[src/rtl/core/twgmp_pkg.sv]
package twgmp_pkg;

  localparam int unsigned CellW   = 8;   // grid cell value
  localparam int unsigned TotalW  = 16;  // pair table entry and result
  localparam int unsigned RowCfgW = 8;   // row_count register
  localparam int unsigned ColCfgW = 5;   // col_count register
  localparam int unsigned ApbW    = 32;
  localparam int unsigned ApbAddrW = 3;

  // Register map, byte address bit 2 selects the register
  localparam logic RegRowCount = 1'b0;
  localparam logic RegColCount = 1'b1;

  localparam logic [TotalW-1:0] TotalMax = {TotalW{1'b1}};

  // Operations of the shared accumulator
  typedef enum logic [1:0] {
    AluNop   = 2'd0,
    AluClear = 2'd1,
    AluAdd   = 2'd2,
    AluMax   = 2'd3
  } alu_op_e;

  // Sequencer to datapath controls
  typedef struct packed {
    alu_op_e alu_op;
    logic    opnd_tbl;   // operand from pair table, else from grid store
    logic    grid_re;
    logic    tbl_re;
    logic    tbl_we;
    logic    res_load;
    logic    idle;
  } ctl_t;

endpackage

[src/rtl/core/twgmp_alu.sv]
// Shared accumulator: clear, saturating add, running maximum.
module twgmp_alu (
  input  logic                           clk_i,
  input  twgmp_pkg::alu_op_e             op_i,
  input  logic [twgmp_pkg::TotalW-1:0]   opnd_i,
  output logic [twgmp_pkg::TotalW-1:0]   acc_o
);

  logic [twgmp_pkg::TotalW-1:0] acc_q, acc_d;
  logic [twgmp_pkg::TotalW:0]   sum;

  assign sum = {1'b0, acc_q} + {1'b0, opnd_i};

  always_comb begin
    acc_d = acc_q;
    case (op_i)
      twgmp_pkg::AluNop:   acc_d = acc_q;
      twgmp_pkg::AluClear: acc_d = '0;
      twgmp_pkg::AluAdd:   acc_d = sum[twgmp_pkg::TotalW] ? twgmp_pkg::TotalMax
                                                          : sum[twgmp_pkg::TotalW-1:0];
      twgmp_pkg::AluMax:   acc_d = (opnd_i > acc_q) ? opnd_i : acc_q;
      default:             acc_d = acc_q;
    endcase
  end

  always_ff @(posedge clk_i) begin
    acc_q <= acc_d;
  end

  assign acc_o = acc_q;

endmodule

[config.mk]
export PLATFORM = sky130hd
export DESIGN_NAME = twgmp_alu
export DESIGN_NICKNAME = d
export VERILOG_FILES = /design/src/rtl/core/twgmp_pkg.sv /design/src/rtl/core/twgmp_alu.sv
export SDC_FILE = /design/constraint.sdc
export NUM_CORES = 1
export LEC_CHECK = 0
export BUFFER_PORTS_ARGS = -buffer_cell sky130_fd_sc_hd__buf_4
export CAP_MARGIN = 15
export CELL_PAD_IN_SITES_DETAIL_PLACEMENT = 1
export CELL_PAD_IN_SITES_GLOBAL_PLACEMENT = 2
export CORE_MARGIN = 2
export CORE_UTILIZATION = 35
export CTS_CLUSTER_SIZE = 30
export DETAILED_ROUTE_END_ITERATION = 8
export MAX_ROUTING_LAYER = met4
export PLACE_DENSITY_LB_ADDON = 0.1
export SYNTH_ARGS = -nofsm -noshare
export SYNTH_HDL_FRONTEND = slang
export SYNTH_SLANG_ARGS = --single-unit
[constraint.sdc]
create_clock -name clk_i -period 7.4 [get_ports clk_i]
set_clock_uncertainty 0.2 [all_clocks]
set_input_delay 0.74 -clock clk_i [delete_from_list [all_inputs] [get_ports clk_i]]
set_output_delay 0.74 -clock clk_i [all_outputs]
set_load 0.01 [all_outputs]
==> results of run 1 <==
## layer usage
metal / global-route usage (%) / part of all wire, % / vias to the layer above
met5: - / 0 / -
met4: 3.56 / 0.84 / 0
met3: 1.35 / 2.5 / 5
met2: 31.5 / 50 / 25
met1: 23.9 / 47 / 858
li1: - / - / 873
## worst max-delay path by stage
stage	from	to	slack [ns]	cells after the start
detailed placement	opnd_i[0]	acc_o[13]	3.69	10
floorplan	opnd_i[0]	acc_o[2]	4.55	10
global placement	opnd_i[0]	acc_o[13]	3.76	10
finish	opnd_i[0]	acc_o[13]	4.01	10
CTS	opnd_i[0]	acc_o[13]	3.97	10
global route	opnd_i[0]	acc_o[13]	3.82	10
## Yosys cell counts (5+ instances only)
cell type,number
nand2_1,5
a21oi_1,21
a21o_1,6
edfxtp_1,16
inv_1,30
o21ai_0,19
xnor2_1,8
clkbuf_1,5
nand3_1,5
a21oi_4,9
ha_1,32
nor2_1,13
## cells by family (layout without fill, tap and decap cells)
group / count (synthesis) / in the layout / synth area share (%)
flip-flops: 16 / 16 / 23.5
XOR/XNOR: 11 / 11 / 4.71
buffers and inverters: 39 / 69 / 8.37
adder cells (fa/ha/maj): 33 / 33 / 20.5
AND/OR/NAND/NOR: 49 / 49 / 12.6
AO/OA/AOI/OAI: 79 / 79 / 30.3
## cell type report
| cell class | count | area [µm²] | area share (%) |
|---|---|---|---|
| multi-input cells | 172 | 1400 | 58.5 |
| well taps | 72 | 90.1 | 3.78 |
| clock buffers | 3 | 41.3 | 1.73 |
| repair buffers | 35 | 263 | 11.0 |
| flip-flops and latches | 16 | 480 | 20.1 |
| inverters | 31 | 116 | 4.88 |
## report_power, final
group / leakage (nW) / internal, mW / switching (mW) / total (mW)
Clock: 0.0216 / 0.0363 / 0.0374 / 0.0737
Combinational: 0.882 / 0.136 / 0.198 / 0.334
Sequential: 0.166 / 0.126 / 0.0164 / 0.143
## stage by stage
stage | utilization [%] | worst slack [ns] | instance area, µm²
finish | 42.8 | 4.01 | 2390
floorplan | - | 4.55 | 2050
global route | 42.8 | 3.82 | 2390
global placement | 42.1 | 3.76 | 2340
CTS | 42.8 | 3.97 | 2390
detailed placement | 42.1 | 3.69 | 2340
## tightest hold or removal path, stage by stage (launching register included)
cell and delay (ns):
edfxtp_1 0.40, ha_1 0.16, a21oi_1 0.06
==> results.sh, run 1 <==
export IMPL_grt_max_degree=21
export IMPL_grt_first_pass_wirelength_um=8910
export IMPL_drive_gt1_share_pct=22.6
export IMPL_die_x_um=80.5
export IMPL_ctsResizeCount=0
export IMPL_postCtsSetupBuffers=0
export IMPL_num_vias=1761
export IMPL_holdWs_ns=0.589
export IMPL_ys_ff_latch=16
export IMPL_synth_distinct_cells=48
export IMPL_hp_class="reg -> reg"
export IMPL_rsz0062_at_grt="false"
export IMPL_largest_register_ff_count=16
export IMPL_worstHoldEndpoint="acc_o[0]"
export IMPL_routed_wl_um=5500
export IMPL_io_buffers=34
export IMPL_area_growth_pct=16.6
export IMPL_peakVddDrop_v=0.000107
export IMPL_async_flop_share_pct=0
export IMPL_slowest_stage="and3_1"
export IMPL_synth_top_area_share_pct=23.5
export IMPL_avgSynthCellArea_um2=9.02
export IMPL_slew_headroom_pct=51.2
export IMPL_die_y_um=80.5
export IMPL_clk_pin_slew_ns=0.07
export IMPL_grt_overflow=0
export IMPL_synthCells=227
export IMPL_cts_buffer_depth=2
export IMPL_drt_iter0_markers=48
export IMPL_powerDensity_nw_per_um2=231
export IMPL_status="finished clean"
export IMPL_setup_viol_count_final=0
export IMPL_hp_start="acc_o[0]"
export IMPL_via_per_inst=5.35
export IMPL_finalWeightedCongestion=0.779
export IMPL_ios=35
export IMPL_reg2reg_to="acc_o[13]"
export IMPL_layout_min_cycle_time_ns=3.39
export IMPL_cts_made_buffers=3
export IMPL_final_cell_mix="buf_4, ha_1, inv_1"
export IMPL_syn_area_um2=2050
export IMPL_cp_cell_sequence="buf_4 > ha_1 > fa_1 > nor2b_2 > o211ai_2 > a2111oi_2 > nand3_1 > and3_1 > buf_4 > a41oi_1"
export IMPL_cts_tree="done"
export IMPL_dp_hpwl_um=4270
export IMPL_final_common_cell="buf_4"
export IMPL_ff2ff_setup_slack_ns=4.15
export IMPL_setup_tns_final_ns=0
export IMPL_report_final_hold_viol_count=0
export IMPL_cpPeakStageDelay_ns=0.59
export IMPL_synth_nets=279
export IMPL_grt_pass1_vias=1755
export IMPL_die_area_um2=6480
export IMPL_synthFlopType="edfxtp_1"
export IMPL_clockRootBuffer="clkbuf_8"
export IMPL_fmax_mhz=295
export IMPL_cp_end_kind="flop"
export IMPL_htreeDepth=1
export IMPL_path_max_fanout=10
export IMPL_slew_viol_final=0
export IMPL_core_um2=5570
export IMPL_diodes=0
export IMPL_yosysTopAreaCell="edfxtp_1"
export IMPL_worst_slew_pin_slew_ns=0.726
export IMPL_reg2reg_from="acc_o[0]"
export IMPL_max_cap_violations=0
export IMPL_required_ns=7.19
export IMPL_path_common_cell="buf_4"
export IMPL_yosysWarnings=0
export IMPL_drc=0
export IMPL_r2r_cells=9
export IMPL_fin_nets=311
export IMPL_clock_sinks=16
export IMPL_critical_path_class="in -> reg"
export IMPL_synth_edff_count=16
export IMPL_fin_crit_sh_pct=45.8
export IMPL_critPathBufInv=2
export IMPL_fill_cells=689
export IMPL_clkLatencyLatePin_ns=0.26
export IMPL_critPathTopFamily="simple AND/OR/NAND/NOR gates"
export IMPL_start_util_pct=36.7
export IMPL_dr_pass1_iters=4
export IMPL_num_rows=27
export IMPL_crit_arrival_ns=3.18
export IMPL_wire_per_inst_um=16.7
export IMPL_synth_seq_area_share_pct=23.5
export IMPL_ys_top_cells_by_area="edfxtp_1, ha_1, a21oi_4"
export IMPL_hold_buffers=0
export IMPL_dp_cells=326
export IMPL_antenna_found_initial=0
export IMPL_final_antenna_net_count=0
export IMPL_final_cells=329
export IMPL_grt_usage_pct=18.3
export IMPL_worstHoldPathCells=2
export IMPL_total_power_mw=0.551
export IMPL_power_leakage_nw=1.07
export IMPL_start_kind="input pin"
(Power assumes the default switching activity.)
==> run 2, diff against run 1 <==
--- a/config.mk
+++ b/config.mk
@@ -5,12 +5,13 @@
 export SDC_FILE = /design/constraint.sdc
 export NUM_CORES = 1
 export LEC_CHECK = 0
+export ABC_AREA = 1
 export BUFFER_PORTS_ARGS = -buffer_cell sky130_fd_sc_hd__buf_4
 export CAP_MARGIN = 15
 export CELL_PAD_IN_SITES_DETAIL_PLACEMENT = 1
 export CELL_PAD_IN_SITES_GLOBAL_PLACEMENT = 2
 export CORE_MARGIN = 2
-export CORE_UTILIZATION = 35
+export CORE_UTILIZATION = 28
 export CTS_CLUSTER_SIZE = 30
 export DETAILED_ROUTE_END_ITERATION = 8
 export MAX_ROUTING_LAYER = met4
==> constraint.sdc (replaced) <==
create_clock -name clk_i -period 2.95 [get_ports clk_i]
set_clock_uncertainty 0.2 [all_clocks]
set_input_delay 0.295 -clock clk_i [delete_from_list [all_inputs] [get_ports clk_i]]
set_output_delay 0.295 -clock clk_i [all_outputs]
set_load 0.01 [all_outputs]
==> run 2 against run 1 <==
Effect of this change:
- setup slack got worse by 3.6 ns
- sequential power up 140%
- via count grew 20%
- global-route usage decreased by 1.2 points
- critical path type is now reg -> reg
- sequential share of layout area down 1.5 points
- critical path depth unchanged
- combinational power increased by 120%
==> results.sh, run 2 <==
export IMPL_hp_start="opnd_i[10]"
export IMPL_slew_viol_final=0
export IMPL_status="finished clean"
export IMPL_area_growth_pct=20.8
export IMPL_reg2reg_from="acc_o[0]"
export IMPL_rsz0062_at_grt="false"
export IMPL_synth_seq_area_share_pct=22.5
export IMPL_fmax_mhz=389
export IMPL_synthTopCellsByCount="nand2_1, inv_1, ha_1"
export IMPL_grt_pass1_vias=2213
export IMPL_setup_viol_count_final=0
export IMPL_synth_top_area_share_pct=22.5
export IMPL_grt_first_pass_wirelength_um=11100
export IMPL_cp_cell_sequence="ha_1 > fa_1 > nand2_1 > nand2_1 > nand4_1 > nand2_2 > a21oi_4 > inv_4 > o21ai_1 > nand2_1"
export IMPL_worst_slew_pin_slew_ns=0.419
export IMPL_post_synth_top_count_cell="nand2_1"
export IMPL_start_kind="flop"
export IMPL_die_y_um=91.3
export IMPL_setup_tns_final_ns=0
export IMPL_syn_area_um2=2130
export IMPL_report_final_hold_viol_count=0
export IMPL_layout_min_cycle_time_ns=2.57
export IMPL_peakVddDrop_v=0.000157
export IMPL_finalWeightedCongestion=0.796
export IMPL_synthCells=335
export IMPL_avgSynthCellArea_um2=6.37
export IMPL_path_common_cell="nand2_1"
export IMPL_ios=35
export IMPL_drc=0
export IMPL_slew_headroom_pct=71.9
export IMPL_start_util_pct=29.1
export IMPL_critical_path_class="reg -> reg"
export IMPL_routed_wl_um=6470
export IMPL_ctsResizeCount=0
export IMPL_io_buffers=34
export IMPL_yosysWarnings=0
export IMPL_async_flop_share_pct=0
export IMPL_hp_class="in -> reg"
export IMPL_postCtsSetupBuffers=0
export IMPL_final_common_cell="nand2_1"
export IMPL_drive_gt1_share_pct=12.8
export IMPL_clk_pin_slew_ns=0.08
export IMPL_antenna_found_initial=0
export IMPL_cts_tree="done"
export IMPL_diodes=0
export IMPL_clockRootBuffer="clkbuf_8"
export IMPL_final_antenna_net_count=0
export IMPL_synthFlopType="edfxtp_1"
export IMPL_crit_arrival_ns=2.39
export IMPL_via_per_inst=4.48
export IMPL_cp_startpoint="acc_o[0]"
export IMPL_clkLatencyLatePin_ns=0.26
export IMPL_slowest_stage="edfxtp_1"
export IMPL_die_x_um=91.3
export IMPL_cp_end_kind="flop"
export IMPL_fin_nets=428
export IMPL_grt_usage_pct=17.2
export IMPL_path_max_fanout=10
export IMPL_synth_nets=387
export IMPL_post_route_util_pct=35.2
export IMPL_required_ns=2.77
export IMPL_final_cell_mix="nand2_1, inv_1, buf_4"
export IMPL_grt_max_degree=18
export IMPL_num_rows=31
export IMPL_cpPeakStageDelay_ns=0.43
export IMPL_dp_hpwl_um=5310
export IMPL_synth_edff_count=16
export IMPL_ys_ff_latch=16
export IMPL_fin_crit_sh_pct=87.2
export IMPL_dr_pass1_iters=4
export IMPL_clock_sinks=16
export IMPL_power_leakage_nw=1.45
export IMPL_num_vias=2119
export IMPL_drt_iter0_markers=61
export IMPL_max_cap_violations=0
export IMPL_die_area_um2=8340
export IMPL_grt_overflow=0
export IMPL_ys_top_cells_by_area="edfxtp_1, nand2_1, ha_1"
export IMPL_core_um2=7330
export IMPL_synth_distinct_cells=25
export IMPL_hold_buffers=0
export IMPL_cts_made_buffers=3
export IMPL_wire_per_inst_um=13.7
export IMPL_htreeDepth=1
export IMPL_cts_buffer_depth=2
export IMPL_powerDensity_nw_per_um2=489
export IMPL_largest_register_ff_count=16
export IMPL_yosysTopAreaCell="edfxtp_1"
==> run 2: cell types whose count changed in the layout (fill, tap and decap cells not counted), moves of 6 or more <==
cell	previous run	this run
nand2_1	5	122
inv_1	30	63
o21ai_0	19	3
nand3_1	5	20
nor2_1	13	25
a21oi_4	9	1
a21o_1	6	0
a21oi_1	21	15
o21ai_1	0	6
xnor2_1	8	2
==> run 2: power by group <==
group	total (mW)	internal (mW)	leakage [nW]	switching (mW)
clock network	0.187	0.0912	0.0216	0.0954
logic	0.738	0.279	1.25	0.459
registers	0.337	0.305	0.169	0.0321
==> run 2: kinds of logic after synthesis <==
logic type	after synthesis	share of synthesized area, %
AO/OA/AOI/OAI	31	8.62
buffers and inverters	68	12.1
AND/OR/NAND/NOR	180	34.2
XOR/XNOR	7	2.87
flip-flops	16	22.5
adder cells (fa/ha/maj)	33	19.7
==> run 2: path summary, 6_finish.rpt <==
path | end | slack (ns) | cells past startpoint
max reg2reg | acc_o[1] | 0.38 | 10
min | acc_o[10] | 0.12 | 3
min reg2reg | acc_o[1] | 0.67 | 3
max | acc_o[1] | 0.38 | 10
==> run 2: through the flow <==
| stage | std cells | setup slack (ns) | hold slack, ns | power [mW] | area (µm²) |
|---|---|---|---|---|---|
| after detailed placement | 470 | 0.367 | 0.396 | 1.09 | 2540 |
| final | 473 | 0.378 | 0.124 | 1.26 | 2580 |
| after global placement | 470 | 0.423 | 0.390 | 1.09 | 2540 |
| after floorplan | 335 | 0.225 | 0.280 | 0.836 | 2130 |
| after CTS | 473 | 0.342 | 0.117 | 1.29 | 2580 |
| after global routing | 473 | 0.160 | 0.136 | 1.41 | 2580 |
==> run 2: final cells by class <==
type                       instances  area (µm²)
inverter                          66         250
multi-input combinational        251        1400
tap                               99         124
fill                             969        4750
clock buffer                       3        41.3
sequential                        16         480
timing repair buffer              38         285
==> run 2: worst max-delay path: cells and delay by family, from the launching register on <==
kind | cells | cell delay (ns)
adder cells (fa/ha/maj) | 2 | 0.67
flip-flops | 1 | 0.43
AND/OR/NAND/NOR | 5 | 0.42
buffers and inverters | 1 | 0.12
AO/OA/AOI/OAI | 2 | 0.49
==> run 2: metal layers <==
| layer | track usage [%] | part of all wire (%) | wire, µm |
|---|---|---|---|
| met4 | 3.91 | 0.94 | 61 |
| met5 | - | 0 | 0 |
| met3 | 1.58 | 2.5 | 159 |
| met2 | 26.2 | 43 | 2810 |
| met1 | 24.7 | 53 | 3440 |
