File: config.mk
export PLATFORM = sky130hd
export DESIGN_NAME = twgmp_ctrl
export DESIGN_NICKNAME = d
export VERILOG_FILES = /design/src/rtl/core/twgmp_pkg.sv /design/src/rtl/core/twgmp_ctrl.sv
export SDC_FILE = /design/constraint.sdc
export NUM_CORES = 1
export LEC_CHECK = 0
export ABC_CLOCK_PERIOD_IN_PS = 3700
export BUFFER_PORTS_ARGS = -buffer_cell sky130_fd_sc_hd__buf_2
export CELL_PAD_IN_SITES_DETAIL_PLACEMENT = 2
export CELL_PAD_IN_SITES_GLOBAL_PLACEMENT = 2
export CORE_MARGIN = 2
export CORE_UTILIZATION = 25
export DETAILED_ROUTE_END_ITERATION = 7
export GPL_TIMING_DRIVEN = 0
export PLACE_DENSITY_LB_ADDON = 0.2
export SLEW_MARGIN = 20
export SYNTH_ARGS = -nofsm -noshare
export SYNTH_HDL_FRONTEND = slang
export SYNTH_SLANG_ARGS = --single-unit
File: constraint.sdc
create_clock -name clk_i -period 3.7 [get_ports clk_i]
set_input_delay 0.555 -clock clk_i [delete_from_list [all_inputs] [get_ports clk_i]]
set_output_delay 0.555 -clock clk_i [all_outputs]
set_load 0.1 [all_outputs]
File: src/rtl/core/twgmp_pkg.sv
package twgmp_pkg;

  localparam int unsigned CellW   = 8;   // grid cell value
  localparam int unsigned TotalW  = 16;  // pair table entry and result
  localparam int unsigned RowCfgW = 8;   // row_count register
  localparam int unsigned ColCfgW = 5;   // col_count register
  localparam int unsigned ApbW    = 32;
  localparam int unsigned ApbAddrW = 3;

  // Register map, byte address bit 2 selects the register
  localparam logic RegRowCount = 1'b0;
  localparam logic RegColCount = 1'b1;

  localparam logic [TotalW-1:0] TotalMax = {TotalW{1'b1}};

  // Operations of the shared accumulator
  typedef enum logic [1:0] {
    AluNop   = 2'd0,
    AluClear = 2'd1,
    AluAdd   = 2'd2,
    AluMax   = 2'd3
  } alu_op_e;

  // Sequencer to datapath controls
  typedef struct packed {
    alu_op_e alu_op;
    logic    opnd_tbl;   // operand from pair table, else from grid store
    logic    grid_re;
    logic    tbl_re;
    logic    tbl_we;
    logic    res_load;
    logic    idle;
  } ctl_t;

endpackage

File: src/rtl/core/twgmp_ctrl.sv
// Solve sequencer: walks rows bottom-up, pairs (a, b), and the nine moves.
module twgmp_ctrl #(
  parameter  int unsigned MAX_ROWS  = 128,
  parameter  int unsigned MAX_COLS  = 16,
  localparam int unsigned GridDepth = MAX_ROWS * MAX_COLS,
  localparam int unsigned GridAw    = (GridDepth > 1) ? $clog2(GridDepth) : 1,
  localparam int unsigned ColIw     = (MAX_COLS > 1) ? $clog2(MAX_COLS) : 1,
  localparam int unsigned RowW      = $clog2(MAX_ROWS + 1),
  localparam int unsigned ColW      = $clog2(MAX_COLS + 1),
  localparam int unsigned TblAw     = 1 + 2 * ColIw
) (
  input  logic                  clk_i,
  input  logic                  rst_ni,
  input  logic                  start_i,
  input  logic [RowW-1:0]       rows_i,
  input  logic [ColW-1:0]       cols_i,
  input  logic [GridAw-1:0]     base_i,    // grid address of the last row
  input  logic                  out_free_i,
  output twgmp_pkg::ctl_t       ctl_o,
  output logic [GridAw-1:0]     grid_raddr_o,
  output logic [TblAw-1:0]      tbl_raddr_o,
  output logic [TblAw-1:0]      tbl_waddr_o
);

  typedef enum logic [7:0] {
    StIdle  = 8'b0000_0001,
    StCellA = 8'b0000_0010,
    StCellB = 8'b0000_0100,
    StAddB  = 8'b0000_1000,
    StNbr   = 8'b0001_0000,
    StWrite = 8'b0010_0000,
    StFetch = 8'b0100_0000,
    StDone  = 8'b1000_0000
  } state_e;

  state_e             state_q, state_d;
  logic [ColIw-1:0]   a_q, a_d, b_q, b_d;
  logic [RowW-1:0]    rleft_q, rleft_d;
  logic [ColW-1:0]    cols_q, cols_d;
  logic [GridAw-1:0]  base_q, base_d;
  logic               nbank_q, nbank_d;
  logic               first_q, first_d;
  logic [1:0]         di_q, di_d, dj_q, dj_d;
  logic               ok_q, ok_d;
  logic               last_q, last_d;

  logic [ColW:0]      na_w, nb_w;
  logic               nbr_ok;
  logic [ColIw-1:0]   na, nb;
  logic               b_end, a_end;
  logic [ColIw-1:0]   col_last;

  // neighbour column = a + di - 1, kept one up to avoid negatives
  assign na_w   = (ColW+1)'(a_q) + (ColW+1)'(di_q);
  assign nb_w   = (ColW+1)'(b_q) + (ColW+1)'(dj_q);
  assign nbr_ok = (na_w != '0) && (na_w <= (ColW+1)'(cols_q)) &&
                  (nb_w != '0) && (nb_w <= (ColW+1)'(cols_q));
  assign na     = ColIw'(na_w - (ColW+1)'(1));
  assign nb     = ColIw'(nb_w - (ColW+1)'(1));

  assign col_last = ColIw'(cols_q - ColW'(1));
  assign b_end    = (b_q == col_last);
  assign a_end    = (a_q == col_last);

  assign grid_raddr_o = base_q + GridAw'((state_q == StCellB) ? b_q : a_q);
  assign tbl_raddr_o  = (state_q == StFetch) ? {nbank_q, ColIw'(0), col_last}
                                             : {nbank_q, na, nb};
  assign tbl_waddr_o  = {~nbank_q, a_q, b_q};

  always_comb begin
    state_d = state_q;
    a_d     = a_q;
    b_d     = b_q;
    rleft_d = rleft_q;
    cols_d  = cols_q;
    base_d  = base_q;
    nbank_d = nbank_q;
    first_d = first_q;
    di_d    = di_q;
    dj_d    = dj_q;
    ok_d    = ok_q;
    last_d  = last_q;
    ctl_o   = '{alu_op: twgmp_pkg::AluNop, default: 1'b0};

    case (state_q)
      StIdle: begin
        ctl_o.idle = 1'b1;
        if (start_i) begin
          cols_d  = cols_i;
          base_d  = base_i;
          rleft_d = rows_i - RowW'(1);
          first_d = 1'b1;
          a_d     = '0;
          b_d     = '0;
          di_d    = '0;
          dj_d    = '0;
          last_d  = 1'b0;
          state_d = StCellA;
        end
      end
      StCellA: begin
        // best of the row below first, then the row's own cells on top
        ctl_o.alu_op = twgmp_pkg::AluClear;
        if (first_q) begin
          ctl_o.grid_re = 1'b1;
          state_d = StCellB;
        end else begin
          ctl_o.tbl_re = 1'b1;
          ok_d    = nbr_ok;
          last_d  = 1'b0;
          dj_d    = (dj_q == 2'd2) ? 2'd0 : dj_q + 2'd1;
          di_d    = (dj_q == 2'd2) ? di_q + 2'd1 : di_q;
          state_d = StNbr;
        end
      end
      StNbr: begin
        ctl_o.opnd_tbl = 1'b1;
        ctl_o.alu_op   = ok_q ? twgmp_pkg::AluMax : twgmp_pkg::AluNop;
        if (last_q) begin
          ctl_o.grid_re = 1'b1;
          state_d = StCellB;
        end else begin
          ctl_o.tbl_re = 1'b1;
          ok_d   = nbr_ok;
          last_d = (di_q == 2'd2) && (dj_q == 2'd2);
          dj_d   = (dj_q == 2'd2) ? 2'd0 : dj_q + 2'd1;
          di_d   = (dj_q == 2'd2) ? di_q + 2'd1 : di_q;
        end
      end
      StCellB: begin
        ctl_o.alu_op  = twgmp_pkg::AluAdd;
        ctl_o.grid_re = 1'b1;
        state_d = StAddB;
      end
      StAddB: begin
        // shared cell counts once
        ctl_o.alu_op = (a_q != b_q) ? twgmp_pkg::AluAdd : twgmp_pkg::AluNop;
        state_d = StWrite;
      end
      StWrite: begin
        ctl_o.tbl_we = 1'b1;
        di_d    = '0;
        dj_d    = '0;
        last_d  = 1'b0;
        state_d = StCellA;
        if (!b_end) begin
          b_d = b_q + ColIw'(1);
        end else if (!a_end) begin
          b_d = '0;
          a_d = a_q + ColIw'(1);
        end else begin
          // row finished: it becomes the row below
          nbank_d = ~nbank_q;
          a_d     = '0;
          b_d     = '0;
          if (rleft_q == '0) begin
            state_d = StFetch;
          end else begin
            rleft_d = rleft_q - RowW'(1);
            base_d  = base_q - GridAw'(cols_q);
            first_d = 1'b0;
          end
        end
      end
      StFetch: begin
        ctl_o.tbl_re = 1'b1;
        state_d = StDone;
      end
      StDone: begin
        if (out_free_i) begin
          ctl_o.res_load = 1'b1;
          state_d = StIdle;
        end
      end
      default: state_d = StIdle;
    endcase
  end

  always_ff @(posedge clk_i or negedge rst_ni) begin
    if (!rst_ni) begin
      state_q <= StIdle;
      nbank_q <= 1'b0;
      first_q <= 1'b1;
      ok_q    <= 1'b0;
      last_q  <= 1'b0;
    end else begin
      state_q <= state_d;
      nbank_q <= nbank_d;
      first_q <= first_d;
      ok_q    <= ok_d;
      last_q  <= last_d;
    end
  end

  always_ff @(posedge clk_i) begin
    a_q     <= a_d;
    b_q     <= b_d;
    rleft_q <= rleft_d;
    cols_q  <= cols_d;
    base_q  <= base_d;
    di_q    <= di_d;
    dj_q    <= dj_d;
  end

  a_start_idle: assert property (@(posedge clk_i) disable iff (!rst_ni)
    start_i |-> (state_q == StIdle))
    else $error("solve started while busy");

endmodule
==> out/results.md <==
| Stage | Metric | This run |
|---|---|---|
| routing | Routed wirelength normalized by instance count | 17.8 microns |
| setup path | CP Launch Type | register |
| setup path | Worst r2r src | state_q[7]$_DFFE_PN0P_ |
| sta | Setup violators final | 1 |
| cts | CTS H-Tree Depth | 2 |
| sta | Max Slew Vio Count | 0 |
| routing | Initial detailed-routing violation count | 99 |
| run | Max Cap Violations | 0 |
| min path | Min-delay worst type | in2async |
| yosys | Area fraction in compound gates after synthesis | 10.1% |
| finish | # diodes | 0 |
| sta | Share of the clock period used by the worst path | 101% |
| run status | Result of the run | finished with violations |
| cts | TritonCTS buffer count | 5 |
| run status | Violated checks | setup timing |
| routing | Total via count in the routed design | 3271 |
| routing | Iteration count of the initial detailed-routing pass | 4 |
| finish | Fraction of layout cells with a size suffix above 1 | 31.5% |
| cts | CTS tree | built |
| routing | Average vias per placed instance | 4.88 |
| yosys | Top cells by area, synth | sky130_fd_sc_hd__edfxtp_1 28%, sky130_fd_sc_hd__ha_1 11%, sky130_fd_sc_hd__dfrtp_1 6.6%, sky130_fd_sc_hd__xnor2_1 5.8%, sky130_fd_sc_hd__xor2_1 5.1% |
| placement | Final weighted congestion in routability-driven placement | 0.765 |
| finish | # nets final | 546 |
| finish | Area overhead of the layout relative to synthesis | 32.2% |
| yosys | Yosys synthesis warning count | 0 |
| yosys | Cell taking the most area after synthesis | sky130_fd_sc_hd__edfxtp_1 |
| cts | Clock-pin slew on the worst setup and hold paths | 0.08 ns |
| die | Number of primary I/O pins | 65 |
| yosys | Most used flip-flop cell after synthesis | sky130_fd_sc_hd__edfxtp_1 |
| setup path | Peak per-stage delay on the critical path | 0.43 ns |
| setup path | Required time reported for the critical path endpoint | 3.14 ns |
| yosys | FF+latch count, synth | 48 |
| yosys | Distinct cells, synth | 58 |
| placement | Number of input and output port buffers inserted | 64 |
| die | Starting Density | 25.2% |
| grt | Number of antenna violations at the first check in global routing | 0 |
| cts | Root Buffer Master | sky130_fd_sc_hd__clkbuf_16 |
| yosys | Number of nets produced by synthesis | 460 |
| yosys | FFs w/ async S/R, synth | 25.0% |
| setup path | Worst setup path class | reg2out |
| sta | Worst Clk Skew | 0.0116 ns |
| sta | Final critical path time including I/O delays and setup | 3.73 ns |
| cts | Worst-case clock buffer depth | 2 |
| setup path | CP Data Arrival Time | 3.17 ns |
| die | Standard cell core area | 15000 sq um |
| cts | Clk Latency, worst-skew pair | 0.30 ns |
| setup path | Crit Path Max Fanout | 5 |
| sta | Setup TNS Final | -0.0299 ns |
| grt | Global-route wire length before repair | 19700 microns |
| die | Row Count | 45 |
| routing | Remaining design rule violation count | 0 |
| setup path | Endpoint kind of the worst setup timing path | output port |
| sta | Final Hold Fails | 0 |
| grt | Pin count of the biggest net entering global routing | 20 |
| routing | Antenna Violating Nets Remaining | 0 |
| setup path | Critical path origin | state_q[5]$_DFFE_PN0P_ |
| grt | Total track usage | 15.5% |
| yosys | Simple-Gate Fraction of Synth Area | 21.1% |
| sta | RSZ-0062 raised after global routing | true |
| placement | Placed insts | 647 |
| yosys | Share of the synthesized netlist area taken by xor and xnor gates | 12.0% |
| finish | Post-route non-filler standard cell count | 670 |
| yosys | Largest family of logic cells by synthesized area | simple AND/OR/NAND/NOR gates |
| die | Die H | 127 microns |
| sta | Slew at the pin with the worst max-slew slack | 0.978 ns |
| sta | Worst setup slack after layout | -0.0299 ns |
| yosys | Number of synthesized flops with an enable pin | 36 |
| grt | Total grt overflow | 0 |
| die | Full die area | 16200 sq um |
| cts | Number of sinks driven by the clock tree | 48 |
| die | Die extent in x | 127 microns |
| placement | Sum of net half-perimeters after detailed placement | 9380 microns |
| setup path | Ordered list of cells on the worst path | nor2_4 > nand3_2 > or3b_4 > mux2_4 > ha_4 > fa_2 > a21o_1 > a21oi_4 > nor2b_4 > and4_4 > xor2_4 > buf_12 |
| yosys | Proportion of synthesized area in mux cells | 3.30% |
| setup path | Cell at the slowest stage of the critical path | sky130_fd_sc_hd__dfrtp_2 |
| setup path | Family with the most delay on the worst path | simple AND/OR/NAND/NOR gates |
| yosys | Top-area cell type share of the netlist area | 28.5% |
| yosys | Avg Inst Size Synth | 9.60 sq um |
| routing | Routed wire length | 11900 microns |
| sta | Relative slew margins | 34.6% |
| yosys | Post-Synth Adder-Cell Area | 13.0% |
| setup path | Crit path buffers/inverters | 1 |
| yosys | Synthesized instance count | 395 |
| yosys | Sequential cell area fraction in the yosys report | 36.5% |
| grt | Via count of the first global-routing pass | 3585 |
| placement | Worst-case setup slack after placement | -0.802 ns |
| yosys | Area of the mapped netlist | 3790 sq um |
| sta | Highest clock rate | 268 MHz |
## cells by family after synthesis
family	after synthesis
adder cells (fa/ha/maj)	37
XOR/XNOR	49
AND/OR/NAND/NOR	153
AO/OA/AOI/OAI	60
multiplexers	12
buffers and inverters	36
flip-flops	48
## per-stage QoR
stage / cell area [sq um] / hold slack, ns / utilization, %
2_1_floorplan: 4000 / 0.259 / -
3_3_place_gp: 4550 / 0.463 / 30.3
3_5_place_dp: 4560 / 0.462 / 30.4
4_1_cts: 4950 / 0.129 / 32.9
5_1_grt: 5010 / 0.128 / 33.4
6_report: 5010 / 0.122 / 33.4
## worst register-to-register path, delay by kind of cell, from the launching register on
family,cells,cell delay [ns]
compound gates,1,0.08
fa+ha+maj,1,0.29
mux,1,0.28
simple gates,4,1.14
buf+inv,3,0.72
flops,1,0.44
xor+xnor,1,0.15
## cell usage in the layout (no fill, tap or decap), types with 5 or more instances in the layout
cell and instances:
sky130_fd_sc_hd__buf_2 58, sky130_fd_sc_hd__nor2_1 40, sky130_fd_sc_hd__edfxtp_1 36, sky130_fd_sc_hd__nand2_1 33, sky130_fd_sc_hd__ha_1 31, sky130_fd_sc_hd__inv_1 23
sky130_fd_sc_hd__xnor2_1 19, sky130_fd_sc_hd__xor2_1 19, sky130_fd_sc_hd__buf_4 18, sky130_fd_sc_hd__a21oi_1 13, sky130_fd_sc_hd__nand3_1 11, sky130_fd_sc_hd__o21ai_0 10
sky130_fd_sc_hd__nor3_1 8, sky130_fd_sc_hd__mux2i_1 7, sky130_fd_sc_hd__nand2b_1 6, sky130_fd_sc_hd__clkbuf_1 6, sky130_fd_sc_hd__o211ai_1 5, sky130_fd_sc_hd__o31ai_1 5
sky130_fd_sc_hd__clkbuf_16 5, sky130_fd_sc_hd__dfrtp_1 5, sky130_fd_sc_hd__dfrtp_2 5
## Yosys cell counts (all sizes together), types with 9 or more instances
cell type,n
ha,33
a21oi,18
dfrtp,10
xnor2,25
xor2,22
nand2,35
edfxtp,36
nand3,14
clkbuf,9
nor2,46
inv,23
o21ai,11
## layer usage
metal | GRT usage, % | up-vias | part of all wire [%]
li1 | - | 1578 | -
met4 | 2.97 | 0 | 0.93
met5 | 0 | - | 0
met2 | 27.5 | 66 | 50
met3 | 2.35 | 9 | 3.4
met1 | 20.1 | 1618 | 46
## worst paths after layout
check,cells past startpoint,slack (ns),endpoint
max in group asynchronous,1,3.29,state_q[0]$_DFFE_PN1P_
worst max-delay path,12,-0.03,grid_raddr_o[8]
worst min register to register,2,0.51,ok_q$_DFFE_PN0P_
worst max register to register,11,0.36,rleft_q[6]$_DFFE_PP_
worst min-delay path,1,0.12,nbank_q$_DFFE_PN0P_
min in group clk_i,1,0.43,cols_q[4]$_DFFE_PP_
## cell type report
type | instances | area [sq um]
fill | 1662 | 10000
multi-input combinational | 311 | 2560
tap | 188 | 235
timing repair buffer | 82 | 544
sequential | 48 | 1390
clock inverter | 3 | 23.8
inverter | 23 | 86.3
buffer | 10 | 51.3
clock buffer | 5 | 125
## state kept, by name, summed over array words and instances, names as in the netlist, 2 cells and up
signal,count
a_q,4
base_q,11
di_q,2
rleft_q,8
dj_q,2
b_q,4
state_q,8
cols_q,5
## repair_timing
action,4_1_cts,5_1_grt
buffers inserted,13,5
setup endpoints to repair,10,9
pin swaps,10,7
gates resized for setup,44,5
hold buffers,0,0
gates cloned,0,0
Power is left out: the tool's default activity adds up to more than one toggle a clock period on the data nets, which glitch-free logic cannot reach.
